===== config.mk =====
export PLATFORM = sky130hd
export DESIGN_NAME = gcht_ctrl
export DESIGN_NICKNAME = d
export VERILOG_FILES = /design/src/sv/gcht_pkg.sv /design/src/sv/gcht_ctrl.sv
export SDC_FILE = /design/constraint.sdc
export NUM_CORES = 1
export LEC_CHECK = 0
export ABC_CLOCK_PERIOD_IN_PS = 20200
export BUFFER_PORTS_ARGS = -buffer_cell sky130_fd_sc_hd__buf_2
export CAP_MARGIN = 20
export CORE_AREA = 2 2 161 163
export DETAILED_ROUTE_END_ITERATION = 6
export DIE_AREA = 0 0 163 165
export PLACE_DENSITY = 0.78
export SYNTH_ARGS = -nofsm -noshare
export SYNTH_HDL_FRONTEND = slang
export SYNTH_SLANG_ARGS = --single-unit

===== constraint.sdc =====
create_clock -name clk -period 20.2 [get_ports clk]
set_input_delay 3.03 -clock clk [delete_from_list [all_inputs] [get_ports clk]]
set_output_delay 3.03 -clock clk [all_outputs]
set_load 0.05 [all_outputs]

===== src/sv/gcht_pkg.sv =====
// Shared types and constants for the group-count hash table.
// Bucket word layout, memory request, result record, request and status codes.
// No dependencies.
`default_nettype none

package gcht_pkg;

	// Bucket count; a power of two, so the start bucket is the low key bits.
	localparam int TABLE_DEPTH = 1024;
	localparam int KEY_BITS    = 64;
	localparam int COUNT_BITS  = 32;
	localparam int IDX_W       = $clog2(TABLE_DEPTH);
	localparam int TOT_W       = $clog2(TABLE_DEPTH + 1);

	// Request codes
	localparam logic [1:0] REQ_INSERT = 2'd0;
	localparam logic [1:0] REQ_READ   = 2'd1;
	localparam logic [1:0] REQ_CLEAR  = 2'd2;

	// Status codes
	localparam logic [2:0] ST_NEW     = 3'd0;
	localparam logic [2:0] ST_INC     = 3'd1;
	localparam logic [2:0] ST_FULL    = 3'd2;
	localparam logic [2:0] ST_READ    = 3'd3;
	localparam logic [2:0] ST_CLEARED = 3'd4;

	typedef struct packed {
		logic                  used;
		logic [COUNT_BITS-1:0] count;
		logic [KEY_BITS-1:0]   key;
	} entry_t;

	typedef struct packed {
		logic             en;
		logic             we;
		logic [IDX_W-1:0] addr;
		entry_t           wdata;
	} mem_req_t;

	typedef struct packed {
		logic [2:0]            status;
		logic [IDX_W-1:0]      slot;
		logic [KEY_BITS-1:0]   key;
		logic [COUNT_BITS-1:0] count;
		logic                  occupied;
		logic [TOT_W-1:0]      total;
		logic                  over;
	} result_t;

endpackage

`default_nettype wire


===== src/sv/gcht_ctrl.sv =====
// Request sequencer: probe walk, bucket read, clearing sweep, result register.
// Drives the bucket store; depends on gcht_pkg.
`default_nettype none

module gcht_ctrl (
	input  wire logic                          clk,
	input  wire logic                          arst_n,
	input  wire logic                          start,
	input  wire logic [1:0]                    req_type,
	input  wire logic [gcht_pkg::KEY_BITS-1:0] key,
	input  wire logic [gcht_pkg::IDX_W-1:0]    read_index,
	input  wire logic [gcht_pkg::TOT_W-1:0]    load_limit,
	input  wire gcht_pkg::entry_t              rdata,
	output gcht_pkg::mem_req_t                 mem_req,
	output logic                               busy,
	output logic                               done,
	output gcht_pkg::result_t                  res
);
	import gcht_pkg::*;

	localparam logic [1:0] S_IDLE  = 2'd0;
	localparam logic [1:0] S_PROBE = 2'd1;
	localparam logic [1:0] S_READ  = 2'd2;
	localparam logic [1:0] S_SWEEP = 2'd3;

	localparam logic [COUNT_BITS-1:0] CNT_MAX = {COUNT_BITS{1'b1}};
	localparam logic [IDX_W-1:0]      IDX_MAX = {IDX_W{1'b1}};

	logic [1:0]          state_q, state_n;
	logic [IDX_W-1:0]    idx_q, idx_n;
	logic [IDX_W-1:0]    probe_q, probe_n;
	logic [KEY_BITS-1:0] key_q, key_n;
	logic [TOT_W-1:0]    used_q, used_n;
	logic                clr_pend_q, clr_pend_n;
	logic                done_n;
	result_t             res_n;
	logic                accept;

	assign accept = start && (state_q == S_IDLE);
	assign busy   = (state_q != S_IDLE);

	always_comb begin
		state_n    = state_q;
		idx_n      = idx_q;
		probe_n    = probe_q;
		key_n      = key_q;
		used_n     = used_q;
		clr_pend_n = clr_pend_q;
		done_n     = 1'b0;
		res_n      = '0;
		mem_req    = '0;

		unique case (state_q)
			S_IDLE: begin
				if (accept) begin
					case (req_type)
						REQ_INSERT: begin
							mem_req.en   = 1'b1;
							mem_req.addr = key[IDX_W-1:0];
							idx_n        = key[IDX_W-1:0];
							key_n        = key;
							probe_n      = '0;
							state_n      = S_PROBE;
						end
						REQ_READ: begin
							mem_req.en   = 1'b1;
							mem_req.addr = read_index;
							idx_n        = read_index;
							state_n      = S_READ;
						end
						REQ_CLEAR: begin
							idx_n      = '0;
							used_n     = '0;
							clr_pend_n = 1'b1;
							state_n    = S_SWEEP;
						end
						default: begin
							// undefined request: drop it
						end
					endcase
				end
			end
			S_PROBE: begin
				res_n.key = key_q;
				if (!rdata.used) begin
					mem_req.we         = 1'b1;
					mem_req.addr       = idx_q;
					mem_req.wdata.used  = 1'b1;
					mem_req.wdata.count = COUNT_BITS'(1);
					mem_req.wdata.key   = key_q;
					used_n         = used_q + TOT_W'(1);
					res_n.status   = ST_NEW;
					res_n.slot     = idx_q;
					res_n.count    = COUNT_BITS'(1);
					res_n.occupied = 1'b1;
					done_n         = 1'b1;
					state_n        = S_IDLE;
				end else if (rdata.key == key_q) begin
					mem_req.we          = 1'b1;
					mem_req.addr        = idx_q;
					mem_req.wdata.used  = 1'b1;
					mem_req.wdata.key   = key_q;
					mem_req.wdata.count = (rdata.count == CNT_MAX) ? rdata.count
						: rdata.count + COUNT_BITS'(1);
					res_n.status   = ST_INC;
					res_n.slot     = idx_q;
					res_n.count    = mem_req.wdata.count;
					res_n.occupied = 1'b1;
					done_n         = 1'b1;
					state_n        = S_IDLE;
				end else if (probe_q == IDX_MAX) begin
					res_n.status = ST_FULL;
					done_n       = 1'b1;
					state_n      = S_IDLE;
				end else begin
					// advance to the next bucket, wrapping at the end
					mem_req.en   = 1'b1;
					mem_req.addr = idx_q + IDX_W'(1);
					idx_n        = idx_q + IDX_W'(1);
					probe_n      = probe_q + IDX_W'(1);
				end
			end
			S_READ: begin
				res_n.status   = ST_READ;
				res_n.slot     = idx_q;
				res_n.occupied = rdata.used;
				res_n.key      = rdata.used ? rdata.key : '0;
				res_n.count    = rdata.used ? rdata.count : '0;
				done_n         = 1'b1;
				state_n        = S_IDLE;
			end
			S_SWEEP: begin
				mem_req.we   = 1'b1;
				mem_req.addr = idx_q;
				idx_n        = idx_q + IDX_W'(1);
				if (idx_q == IDX_MAX) begin
					state_n      = S_IDLE;
					done_n       = clr_pend_q;
					clr_pend_n   = 1'b0;
					res_n.status = ST_CLEARED;
				end
			end
			default: begin
				state_n = S_IDLE;
			end
		endcase

		res_n.total = used_n;
		res_n.over  = (used_n > load_limit);
	end

	always_ff @(posedge clk or negedge arst_n) begin
		if (!arst_n) begin
			state_q    <= S_SWEEP;
			idx_q      <= '0;
			used_q     <= '0;
			clr_pend_q <= 1'b0;
			done       <= 1'b0;
		end else begin
			state_q    <= state_n;
			idx_q      <= idx_n;
			used_q     <= used_n;
			clr_pend_q <= clr_pend_n;
			done       <= done_n;
		end
	end

	always_ff @(posedge clk) begin
		probe_q <= probe_n;
		key_q   <= key_n;
		if (done_n) begin
			res <= res_n;
		end
	end

endmodule

`default_nettype wire


---- After elaboration in Yosys (flattened, before gate mapping) ----
Cells that the tools add are included.
storage, ports and cells
  register bits after elaboration ......... 221
  bits in latches ......................... 0
  bits in writable memories ............... 0
  bits in read-only memories .............. 0
  bits of input ports ..................... 187
  output and inout bits ................... 233
  word-level logic and storage cells ...... 110
  memories ................................ 0
operators by class
  add/sub/neg operators ................... 4
  multiply operators ...................... 0
  divide/modulo/power cells ............... 0
  magnitude comparators ................... 1
  equal/unequal tests ..................... 18
  shifts and indexed selects .............. 0
  mux-type cells .......................... 60
  bitwise logic cells ..................... 0
  reductions and logical operators ........ 13
operators with widths
  kind                   count
  $pmux 107 s2           1
  $mux 97                2
  $mux 10                13
  $mux 108               1
  $pmux 10 s3            3
  $mux 33                2
  $eq 64x64->1           1
  $mux 32                2
  $mux 64                1
  $pmux 10 s2            2
  $mux 11                3
  $add 32x1->32 const B  1
  $eq 32x32->1 const B   1
  $pmux 11 s2            1
  $add 10x1->10 const B  2
  $eq 10x10->1 const B   2
  $mux 1                 13
  $mux 13                1
  $mux 2                 6
  $reduce_and 6->1       2
  $add 11x1->11 const B  1
  $gt 11x11->1           1
  $ne 2x2->1 const B     5
  $pmux 3 s3             1
  other kinds (17)       28

---- Logic depth before layout (Yosys ltp) ----
  depth after elaboration ................. 5
  depth in mapped cells ................... 17
  depth with buffers taken out ............ 15

---- Least setup slack after synthesis ----
Ideal clock, no wire load.
  path type ............................... input port to flip-flop
  start point ............................. input port rdata[28] (netlist bit)
  end point ............................... register done
  setup time .............................. 0.745 ns
  data arrival time ....................... 10.081 ns
  required time ........................... 19.455 ns
  path slack .............................. 9.374 ns
  stages on the path ...................... 8
  buffers on the path ..................... 2
  cells stage by stage .................... xnor2_1 -> nand4_1 -> nor4_2 -> and4_1 -> buf_4 -> o21ai_1 -> clkbuf_1 -> a21oi_1
on the way
  word-level cells in the longest chain between the ends .. 4
ends and longest elaborated chain
  item                  RTL line          RTL
  start, declared       gcht_ctrl.sv:13   input wire gcht_pkg::entry_t rdata,
  $eq 64x64->1          gcht_ctrl.sv:98   end else if (rdata.key == key_q) begin
  $mux 1                gcht_ctrl.sv:98
  $mux 1                gcht_ctrl.sv:85   if (!rdata.used) begin
  $pmux 1 s3            gcht_ctrl.sv:53   unique case (state_q)
  via done_n            gcht_ctrl.sv:35   logic done_n;
  end signal, assigned  gcht_ctrl.sv:164  done <= done_n;
  end, declared         gcht_ctrl.sv:16   output logic done,
The timed path passes the listed nets, and every way through them passes these cells.
A chain may end at the register's enable or synchronous reset.

==> metrics.cfg <==
[final_layout]
utilization_pct=61.21
layout_common_cells=buf_2 (419), edfxtp_1 (196), nor2_1 (135)
final_cell_area_um2=15330
nFillCells=2137
final_common_cell=buf_2
instances_no_fill=1903
layout-drive-gt1-share_pct=31.23
area_delta_synth_final_pct=25.69
nNetsFinal=1759

[power]
pwr-share-comb_pct=44.2
pwr_density_cell_nw_per_um2=134.1
p_switching_mw=0.9405
leakage_nw=6.501
seq_power_share_pct=33.9
finalPower_mw=2.056
swShare_pct=45.75
ir_drop_uv=119.7
p_clk_share_pct=22.0
internal-power_mw=1.115

[run_status]
violations=design-rule violations
status=complete, but fails checks

[synth]
ys_warn_count=0
synth_cell_types=60
ys_ff_latch=221
syn_inst=1169
syn-num-nets=1381
netlist_area_um2=12190
synth_compound_area_share_pct=12.13
synth_top_family_by_area=simple AND/OR/NAND/NOR gates
synth_mux_area_share_pct=1.088
synth_fa_ha_area_share_pct=2.565
ys_seq_area_share_pct=53.42
async_flop_share_pct=11.31
synthSimpleGateAreaFrac_pct=19.08
synth_flop_cell=edfxtp_1
synth_edf_count=196
postSynthAreaPerCell_um2=10.43
synth-xor-area-share_pct=8.117

[placed_design]
globalplace.congestion=0.9588
pre_cts_ws_ns=10.80
dp.cells=1849
dp_hpwl_um=28970
place_area_um2=14490
port_buffers=419

[floorplan]
die_w_um=163
num_rows=58
die_h_um=165
ioPinCount=420
die_area_um2=26900
initial_core_util_pct=48.70
coreArea_um2=25040

[cts]
holdBufCountCts=0
cts_buffer_depth=3
clock_latency_ns=0.54
post-cts-setup-buffers=0
cts_resized=0
numCtsBuffers=26
clk_pin_slew_ns=0.06
cts_tree=built
numClockSinks=221
root_buffer=clkbuf_16
h-tree-depth=1

[global_routing]
grt-ovfl-total=0
antenna_found_initial=9
grt_usage_pct=28.78
grt_pass1_vias=10330
grt_max_degree=80
grt_pass1_wl_um=59270

[critical_path]
cp-start-kind=input port
r2r-end=res[101]
cp_max_fo=74
worstReg2RegStart=key_q[1]
regToRegSetupSlack_ns=15.19
cp_data_required_time_ns=17.17
crit_path_start=rdata[1]
endpoint=mem_req[105]
worstSetupEndpointType=output port
critPathArrivalTime_ns=6.49
rr_worst_depth=8
critical_path_class=input port to output port

[drt]
ant_nets=0
drt_iter0_drc=1415
vias=11080
post_drt_wl_per_cell_um=21.20
via_per_inst=5.823
routed_wl_um=40340
remaining_drc_errors=4
first_pass_iters=7

[timing]
finalSetupTns_ns=0
rsz0062_at_grt=false
clock.fmax_mhz=105.0
finalHoldViolations=0
tightest_slew_ns=1.108
min_period_ns=9.522
slew_violations=0
period_share_pct=47.14
fin_skew_ns=0.01766
setup_slack_ns=10.68
slew_headroom_pct=25.77
holdWs_ns=0.5160
setup_viol=0

[run]
maxCapViolCount=0

[min_path]
hp-class=register to register

[registers in the layout (all words and copies together) (netlist names)]
register / cells
idx_q: 10
clr_pend_q: 1
probe_q: 10
done: 1
res: 122
state_q: 2
key_q: 64
used_q: 11
[worst max-delay path, cell delays in order]
cell	delay, ns
buf_2	0.11
xnor2_1	0.54
nand4_1	0.25
nor4_2	0.59
nand4_2	0.46
a21oi_4	0.26
buf_4	0.56
o21ai_0	0.17
a21oi_1	0.20
buf_2	0.29
[logic make-up after synthesis]
family                     count (synthesis)
DFF                                      221
xor gates and xnor gates                 113
AOI/OAI and AO/OA                        236
and+or+nand+nor                          451
muxes                                     13
buffers and inverters                    110
adders and majority gates                 25
[area by class of cell]
class | instances | area (um^2) | area share (%)
flip-flops and latches | 221 | 6514 | 42.50
multi-input cells | 838 | 5278 | 34.44
repair buffers | 428 | 2165 | 14.12
clock buffers | 36 | 728.2 | 4.751
well taps | 330 | 412.9 | 2.694
inverters | 32 | 120.1 | 0.7837
clock inverters | 11 | 91.34 | 0.5960
diodes | 7 | 17.52 | 0.1143
[worst min path at each step]
| stage | from | cells past startpoint | end |
|---|---|---|---|
| floorplan | clr_pend_q | 2 | clr_pend_q |
| finish | clr_pend_q | 2 | clr_pend_q |
| global route | clr_pend_q | 2 | clr_pend_q |
| CTS | clr_pend_q | 2 | clr_pend_q |
| global placement | clr_pend_q | 2 | clr_pend_q |
| detailed placement | clr_pend_q | 2 | clr_pend_q |
[power groups by stage]
stage	Combinational, mW	Clock, mW	Sequential [mW]
4_1_cts	0.905	0.458	0.695
3_5_place_dp	0.902	0	0.704
6_report	0.908	0.452	0.696
5_1_grt	0.964	0.479	0.706
3_3_place_gp	0.890	0	0.701
2_1_floorplan	0.489	0	0.886
[synth_stat cells, types with 6 or more instances]
master / count / share of area, %
nor2_1: 135 / 4.2
nand2b_1: 7 / 0.36
o21ai_0: 44 / 1.8
ha_1: 25 / 2.6
xnor2_1: 86 / 6.2
nor4_1: 6 / 0.31
mux2i_1: 11 / 0.90
a31oi_1: 13 / 0.67
a22oi_1: 68 / 4.2
xor2_1: 27 / 1.9
edfxtp_1: 196 / 48
nand2_1: 74 / 2.3
o21a_1: 8 / 0.49
dfrtp_1: 23 / 4.7
a21oi_1: 69 / 2.8
a21o_1: 6 / 0.37
inv_1: 31 / 0.95
or3_1: 7 / 0.36
clkbuf_1: 56 / 1.7
and3_1: 34 / 1.7
and2_1: 71 / 3.6
nand4_1: 36 / 1.8
buf_2: 13 / 0.53
nand3_1: 45 / 1.8
[per-layer routing]
layer	vias up	track usage (%)	wire length [um]
met4	4	11.38	1483
met5	-	0	27
li1	5000	-	-
met2	686	45.94	18990
met1	5283	38.33	15770
met3	108	6.454	4070
Power figures use the tool's default switching activity.
